## src/hw/rtl/cht_pkg.sv

```systemverilog
// Shared types and constants for the cuckoo hash table unit.
package cht_pkg;

    localparam int unsigned LogSizeDefault = 10;
    localparam int unsigned CountWidth     = 12;
    localparam int unsigned WordWidth      = 32;

    localparam logic [WordWidth-1:0]  MultOneReset   = 32'd2654435769;
    localparam logic [WordWidth-1:0]  MultTwoReset   = 32'd2246822519;
    localparam logic [CountWidth-1:0] LoadLimitReset = 12'd1023;
    localparam logic [CountWidth-1:0] CountMax       = 12'hFFF;

    localparam logic [1:0] MODE_LOOKUP = 2'd0;
    localparam logic [1:0] MODE_INSERT = 2'd1;
    localparam logic [1:0] MODE_DELETE = 2'd2;

    localparam logic [1:0] REG_MULT_ONE   = 2'd0;
    localparam logic [1:0] REG_MULT_TWO   = 2'd1;
    localparam logic [1:0] REG_LOAD_LIMIT = 2'd2;

    localparam logic [2:0] ST_OK      = 3'd0;
    localparam logic [2:0] ST_MISS    = 3'd1;
    localparam logic [2:0] ST_DUP     = 3'd2;
    localparam logic [2:0] ST_INVALID = 3'd3;
    localparam logic [2:0] ST_LOAD    = 3'd4;
    localparam logic [2:0] ST_KICK    = 3'd5;

    typedef struct packed {
        logic [1:0]           mode;
        logic [WordWidth-1:0] key;
        logic [WordWidth-1:0] value;
    } t_cht_in;

    typedef struct packed {
        logic [2:0]            status;
        logic [WordWidth-1:0]  found_value;
        logic [WordWidth-1:0]  homeless_key;
        logic [CountWidth-1:0] count_now;
    } t_cht_out;

    typedef enum logic [2:0] {
        OP_NONE,
        OP_CLEAR,
        OP_LOAD,
        OP_HASH,
        OP_READ,
        OP_EVAL,
        OP_WR1,
        OP_WR2
    } t_cht_op;

    typedef struct packed {
        t_cht_op op;
        logic    emit;
    } t_cht_cmd;

    typedef struct packed {
        logic clr_done;
        logic start_insert;
        logic free1;
        logic free2;
        logic last_round;
    } t_cht_stat;

endpackage

```

## src/hw/rtl/cht_ctrl.sv

```systemverilog
// Sequencer for clearing, probing and the displacement loop.
module cht_ctrl (
    input  logic              i_clk,
    input  logic              i_rst_n,
    input  logic              i_in_valid,
    output logic              o_in_stall,
    output logic              o_out_valid,
    input  logic              i_out_stall,
    input  cht_pkg::t_cht_stat i_stat,
    output cht_pkg::t_cht_cmd  o_cmd
);
    import cht_pkg::*;

    typedef enum logic [3:0] {
        S_CLEAR, S_IDLE, S_HASH, S_READ, S_EVAL, S_WR1,
        S_KHASH2, S_KREAD2, S_WR2, S_KHASH1, S_KREAD1, S_DONE
    } t_state;

    t_state r_state, n_state;
    logic   r_out_valid, n_out_valid;
    logic   w_out_free;

    assign w_out_free  = !r_out_valid || !i_out_stall;
    assign o_in_stall  = (r_state != S_IDLE);
    assign o_out_valid = r_out_valid;

    always_comb begin
        n_state     = r_state;
        n_out_valid = r_out_valid && i_out_stall;
        o_cmd.op    = OP_NONE;
        o_cmd.emit  = 1'b0;
        case (r_state)
            S_CLEAR: begin
                o_cmd.op = OP_CLEAR;
                if (i_stat.clr_done) n_state = S_IDLE;
            end
            S_IDLE: begin
                if (i_in_valid) begin
                    o_cmd.op = OP_LOAD;
                    n_state  = S_HASH;
                end
            end
            S_HASH: begin
                o_cmd.op = OP_HASH;
                n_state  = S_READ;
            end
            S_READ: begin
                o_cmd.op = OP_READ;
                n_state  = S_EVAL;
            end
            S_EVAL: begin
                o_cmd.op = OP_EVAL;
                n_state  = i_stat.start_insert ? S_WR1 : S_DONE;
            end
            S_WR1: begin
                o_cmd.op = OP_WR1;
                n_state  = i_stat.free1 ? S_DONE : S_KHASH2;
            end
            S_KHASH2: begin
                o_cmd.op = OP_HASH;
                n_state  = S_KREAD2;
            end
            S_KREAD2: begin
                o_cmd.op = OP_READ;
                n_state  = S_WR2;
            end
            S_WR2: begin
                o_cmd.op = OP_WR2;
                n_state  = (i_stat.free2 || i_stat.last_round) ? S_DONE : S_KHASH1;
            end
            S_KHASH1: begin
                o_cmd.op = OP_HASH;
                n_state  = S_KREAD1;
            end
            S_KREAD1: begin
                o_cmd.op = OP_READ;
                n_state  = S_WR1;
            end
            S_DONE: begin
                // hold the result until the output register frees up
                if (w_out_free) begin
                    o_cmd.emit  = 1'b1;
                    n_out_valid = 1'b1;
                    n_state     = S_IDLE;
                end
            end
            default: n_state = S_IDLE;
        endcase
    end

    always_ff @(posedge i_clk) begin
        if (!i_rst_n) begin
            r_state     <= S_CLEAR;
            r_out_valid <= 1'b0;
        end else begin
            r_state     <= n_state;
            r_out_valid <= n_out_valid;
        end
    end

endmodule

```

## config.mk

```make
export PLATFORM = sky130hd
export DESIGN_NAME = cht_ctrl
export DESIGN_NICKNAME = d
export VERILOG_FILES = /design/src/hw/rtl/cht_pkg.sv /design/src/hw/rtl/cht_ctrl.sv
export SDC_FILE = /design/constraint.sdc
export NUM_CORES = 1
export LEC_CHECK = 0
export ABC_AREA = 1
export BUFFER_PORTS_ARGS = -buffer_cell sky130_fd_sc_hd__buf_4
export CAP_MARGIN = 20
export CORE_AREA = 2 2 39 41
export CTS_BUF_LIST = sky130_fd_sc_hd__clkbuf_4 sky130_fd_sc_hd__clkbuf_8
export DETAILED_ROUTE_END_ITERATION = 7
export DIE_AREA = 0 0 41 43
export PLACE_DENSITY_LB_ADDON = 0.12
export SETUP_SLACK_MARGIN = 0.4
export SKIP_LAST_GASP = 1
export SLEW_MARGIN = 25
export SYNTH_ARGS = -nofsm -noshare
export SYNTH_HDL_FRONTEND = slang
export SYNTH_SLANG_ARGS = --single-unit
```

## constraint.sdc

```tcl
create_clock -name i_clk -period 1.3 [get_ports i_clk]
set_input_delay 0.065 -clock i_clk [delete_from_list [all_inputs] [get_ports i_clk]]
set_output_delay 0.065 -clock i_clk [all_outputs]
set_load 0.05 [all_outputs]
```

# After elaboration in Yosys (flattened, before gate mapping)
# Index checks and enable logic that the tools add are counted.
# W data, S select, Z words.
totals:
  input_bits: 9
  ff_bits: 5
op_classes:
  eq_ne: 15
  n_mux: 13
  n_reduce_logical: 9
op_table:
  columns: ["op", "count"]
  rows:
  - ["$pmux W4 S12", 1]
  - ["$pmux W3 S7", 1]
  - ["$mux W4", 5]
  - ["$eq A4 B3 Y1 const B", 4]
  - ["$eq A4 B4 Y1 const B", 4]
  - ["$eq A4 B2 Y1 const B", 2]
  - ["$ne A2 B2 Y1 const B", 3]
  - ["$reduce_or A3 Y1", 2]
  - ["$eq A4 B1 Y1 const B", 1]
  - ["$logic_not A4 Y1", 1]
  - ["$mux W1", 4]
  - ["$mux W2", 2]
  - ["$ne A4 B1 Y1 const B", 1]
  - ["$reduce_and A3 Y1", 1]
  - ["$logic_not A1 Y1", 2]
  - ["$logic_or A1 B1 Y1", 2]
  - ["$logic_and A1 B1 Y1", 1]

# Logic depth before layout (Yosys ltp)
# Gate-level depths: netlist of the first run.
logic_depth:
  word_depth: 4
  mapped_depth: 8

# Least setup slack after synthesis of the first run
# No wires, ideal clock.
synth_timing:
  path_type: "register -> output"
  start: "register r_state[2]"
  end: "output port o_cmd[2] in the netlist's numbering"
  stages_incl_launch_ff: 6
  required_ns: 1.235
  slack_ns: -0.533
  n_path_buf: 0
  t_arrival_ns: 1.768
  path_cell_list: "dfxtp_1 > nor2_1 > inv_1 > nor2_1 > inv_1 > o2111ai_1"
synth_rtl:
  columns: ["element", "line_no", "text"]
  rows:
  - ["from (decl)", "cht_ctrl.sv:19", "t_state r_state, n_state;"]
  - ["from (signal assigned)", "cht_ctrl.sv:96", "r_state <= n_state;"]
  - ["to (decl)", "cht_ctrl.sv:10", "output cht_pkg::t_cht_cmd o_cmd"]

==> results.toml, run 1 <==
[run_status]
status = "finished with violations"
violations = "setup timing"

[cts]
cts_buffers = 3
cts_tree = "yes"
ctsHtreeMaxLevel = 1
clockBufferDepth = 2
cts.sinks = 5
root_buffer = "clkbuf_4"
insertion_delay_ps = 240
clk_pin_slew_ps = 40

[power]
p_leak_nw = 0.386
clkPwrFrac = 0.249
p_int_mw = 0.470
seq_power_share = 0.247
ir_drop_mv = 0.601
switching_share = 0.414
p_per_area_nw_per_um2 = 992
combPwrFrac = 0.504
power_switching_mw = 0.332

[worst_setup_path]
crit_start = "r_state[3]"
critPathArrivalTime_ps = 1320
crit_end = "o_cmd[2]"
required_ps = 1240
critPathMaxFanout = 6
end_kind = "primary output"
r2r_end = "r_state[1]"
crit_type = "flop to primary output"
r2r-start = "r_state[3]"
critPathLaunchType = "flop"
rr_worst_depth = 8
ff2ff_setup_slack_ps = 30

[grt]
antenna_found_initial = 0
grt_first_pass_wirelength_mm = 2.12
grt_usage = 0.179
grt.overflow.total = 0
grt_max_degree = 7
grt_pass1_vias = 522

[routing]
dr_total_vias = 559
drcViolationCount = 0
totalWireLength_mm = 1.40
drt-vias-per-instance = 4.78
postRouteAntennaNets = 0
drt_iter0_markers = 10
first_pass_iters = 2
routedWlPerCell_um = 11.9

[timing]
maxSlewViolCount = 0
setup_violations = 2
final.setup.worst_slack_ps = -86.0
clock.fmax_ghz = 0.722
slew_headroom = 0.854
finalCriticalPeriod_ps = 1390
worst_pin_slew_ps = 218
fin_crit_sh = 1.07
skew_ps = 3.25
hold_viol = 0
rsz0062_at_grt = "yes"

[yosys]
synthCells = 75
synth_nets = 84
ys_seq_area_frac = 0.245
ys_warn_count = 0
synth_seq_cells = 5
synth.avg_cell_area_um2 = 5.44
synth.top_cell.area_share = 0.245
yosysUniqueCellTypes = 15
synth.area.top_cells = "dfxtp_1 (25%), nand2_1 (17%), nor2_1 (15%), inv_1 (12%), a21oi_1 (7.4%)"
netlist_area_um2 = 408
synth_top_area_cell = "dfxtp_1"

[run]
cap_violations = 0

[placement]
numPortBuffers = 14
dpl_worst_slack_ps = 23.2
place_area_um2 = 634
dp_hpwl_um = 968
gp_congestion = 0.808

[layout]
design_area_um2 = 808
nFillCells = 133
nets = 111
area_growth_pct = 98.2
fin_util = 0.584
diodes = 0
layout-drive-gt1-share = 0.604
final_common_cell = "buf_4"
final_cell_mix = "buf_4 (18), nand2_1 (16), inv_1 (9)"

[die]
initial_core_util = 0.295
die-area_um2 = 1760
design.core.area_um2 = 1380
rows = 14
ioPinCount = 15
die_width_um = 41
die_y_um = 43

[worst_hold_path]
min_path_type = "primary input to flop"
worstHoldStart = "i_rst_n"
## stage by stage
step                TNS [ps]  hold WS [ps]  total power, mW  std cells
detailed placement         0           275            0.504        105
floorplan                  0           162            0.421         75
finish                  -131          25.2            0.802        117
global route            -312          32.0            0.850        117
CTS                     -138          21.0            0.767        112
global placement           0           273            0.503        105
## per-layer routing
| metal | GRT usage | part of all wire |
|---|---|---|
| met5 | 0 | 0 |
| met1 | 0.196 | 0.41 |
| met2 | 0.309 | 0.56 |
| met3 | 0.0314 | 0.022 |
| met4 | 0.0800 | 0.0057 |
## power groups by stage
stage / Sequential [mW] / Combinational, mW / Clock [mW]
floorplan: 0.188 / 0.233 / 0
global placement: 0.191 / 0.312 / 0
detailed placement: 0.191 / 0.313 / 0
CTS: 0.195 / 0.362 / 0.210
global route: 0.200 / 0.432 / 0.218
finish: 0.198 / 0.404 / 0.200
## what timing repair did
| item | CTS | global route |
|---|---|---|
| gates cloned | 0 | 0 |
| buffers inserted | 3 | 5 |
| gates resized for setup | 16 | 7 |
| setup endpoints to repair | 10 | 10 |
| pin swaps | 5 | 5 |
| hold buffers | 0 | 0 |
## final cells by class
| cell class | instances | area [um^2] | share of cell area |
|---|---|---|---|
| multi-input cells | 55 | 389 | 0.481 |
| repair buffers | 22 | 184 | 0.228 |
| flip-flops and latches | 5 | 119 | 0.147 |
| inverters | 15 | 66.3 | 0.0820 |
| clock buffers | 4 | 30.0 | 0.0372 |
| well taps | 16 | 20.0 | 0.0248 |
## worst max-delay path, cell delays in order, from the launching register on
cell and delay [ps]:
dfxtp_4 370, nor2_4 120, inv_2 60, nor2_4 100, inv_4 50, o2111ai_4 190
buf_6 180
## worst min path at each step
stage                  to  cells past startpoint
6_report       r_state[3]                      3
4_1_cts        r_state[3]                      3
5_1_grt        r_state[3]                      3
3_5_place_dp   r_state[3]                      3
3_3_place_gp   r_state[3]                      3
2_1_floorplan  r_state[3]                      2
## synth_stat cells
cell type and instances:
nand2_1 19, nor2_1 16, inv_1 13, a21oi_1 6
dfxtp_1 5, nand3_1 3, o22ai_1 3, inv_2 2
nand2_2 2, a31oi_1 1, nand4_1 1, nor2_2 1
nor2_4 1, o2111ai_1 1, o21ai_0 1
## flip-flops by register name, indices dropped and copies added, names as in the netlist
signal	flops
r_state	4
o_out_valid	1
## cell families (layout without fill, tap and decap cells)
kind of cell           count (synthesis)  in the layout  synth area share
AND/OR/NAND/NOR                       43             43             0.448
buffers and inverters                 15             41             0.138
AO/OA/AOI/OAI                         12             12             0.169
flip-flops                             5              5             0.245
(Power assumes the default switching activity.)
==> inputs of run 2 (changes only) <==
--- a/config.mk
+++ b/config.mk
@@ -9,7 +9,6 @@
 export BUFFER_PORTS_ARGS = -buffer_cell sky130_fd_sc_hd__buf_4
 export CAP_MARGIN = 20
 export CORE_AREA = 2 2 39 41
-export CTS_BUF_LIST = sky130_fd_sc_hd__clkbuf_4 sky130_fd_sc_hd__clkbuf_8
 export DETAILED_ROUTE_END_ITERATION = 7
 export DIE_AREA = 0 0 41 43
 export PLACE_DENSITY_LB_ADDON = 0.12
==> results.toml, run 2 (same netlist as run 1, synthesis figures left out) <==
[timing]
hold_ws_ps = 25.9
finalCriticalPeriod_ps = 1390
final.setup.worst_slack_ps = -85.2
skew_ps = 3.50
rsz0062_at_grt = "yes"
maxSlewViolCount = 0
clock.fmax_ghz = 0.722
slew_headroom = 0.854
hold_viol = 0
fin_setup_tns_ps = -129
worst_pin_slew_ps = 218
setup_violations = 2
fin_crit_sh = 1.07

[layout]
fin_cells = 117
area_growth_pct = 97.2
largest_register_ffs = 4
fin_util = 0.581
nFillCells = 132
final_common_cell = "buf_4"
largest_register = "r_state"
diodes = 0
design_area_um2 = 805
final_cell_mix = "buf_4 (18), nand2_1 (16), inv_1 (9)"
nets = 111
layout-drive-gt1-share = 0.594

[cts]
clockBufferDepth = 2
cts_tree = "yes"
clk_pin_slew_ps = 40
cts.sinks = 5
ctsHtreeMaxLevel = 1
cts_buffers = 3
cts_hold_buf = 0
root_buffer = "clkbuf_4"
insertion_delay_ps = 240

[grt]
grt_pass1_vias = 518
grt_max_degree = 7
grt.overflow.total = 0
antenna_found_initial = 0
grt_first_pass_wirelength_mm = 2.10
grt_usage = 0.178

[worst_setup_path]
critPathMaxFanout = 6
end_kind = "primary output"
crit_start = "r_state[3]"
r2r-start = "r_state[3]"
rr_worst_depth = 8
crit_type = "flop to primary output"
critPathArrivalTime_ps = 1320
required_ps = 1240
critPathLaunchType = "flop"

[power]
p_per_area_nw_per_um2 = 970
ir_drop_mv = 0.599
power_mw = 0.781
p_leak_nw = 0.383

[routing]
drcViolationCount = 0
postRouteAntennaNets = 0
first_pass_iters = 2
totalWireLength_mm = 1.39
dr_total_vias = 559
drt_iter0_markers = 10
drt-vias-per-instance = 4.78
routedWlPerCell_um = 11.9

[placement]
place_area_um2 = 634
numPortBuffers = 14
dpl_worst_slack_ps = 23.2
gp_congestion = 0.808
place_inst = 105
dp_hpwl_um = 968

[die]
die_width_um = 41
die_y_um = 43
ioPinCount = 15
design.core.area_um2 = 1380
rows = 14
die-area_um2 = 1760
initial_core_util = 0.295

[run_status]
status = "finished with violations"
violations = "setup timing"

[worst_hold_path]
worstHoldStart = "i_rst_n"
min_path_type = "primary input to flop"
hold_depth = 3

[run]
cap_violations = 0
[run 2: area by class of cell]
type | instances | area (um^2) | area share
multi-input cells | 55 | 389 | 0.484
repair buffers | 22 | 184 | 0.229
flip-flops and latches | 5 | 119 | 0.148
inverters | 15 | 66.3 | 0.0824
clock buffers | 4 | 26.3 | 0.0327
well taps | 16 | 20.0 | 0.0249
[run 2: final timing paths]
path                 endpoint  slack, ps
setup / recovery     o_cmd[2]        -90
hold / removal     r_state[3]         30
setup reg to reg   r_state[1]         30
hold reg to reg   o_out_valid        510
[run 2: report_power, final]
part | internal, mW | total [mW] | switching (mW) | leakage (nW)
logic | 0.170 | 0.404 | 0.235 | 0.323
clock network | 0.116 | 0.178 | 0.0621 | 0.0150
registers | 0.164 | 0.198 | 0.0343 | 0.0444
total | 0.450 | 0.781 | 0.331 | 0.383
[run 2: routing by layer]
layer / global-route usage / vias up / routed length [um]
met3: 0.0314 / 2 / 31
li1: - / 289 / -
met4: 0.0800 / 0 / 8
met2: 0.306 / 7 / 775
met1: 0.196 / 261 / 578
met5: 0 / - / 0
[run 2: what timing repair did]
action                                  in CTS  in global routing
resized for setup                           16                  7
endpoints found under the setup margin      10                 10
pin swaps                                    5                  5
buffers inserted                             3                  5
[run 2: critical path, stage by stage (launching register included)]
cell and delay, ps:
dfxtp_4 370, nor2_4 120, inv_2 60, nor2_4 100, inv_4 50, o2111ai_4 190
buf_6 180
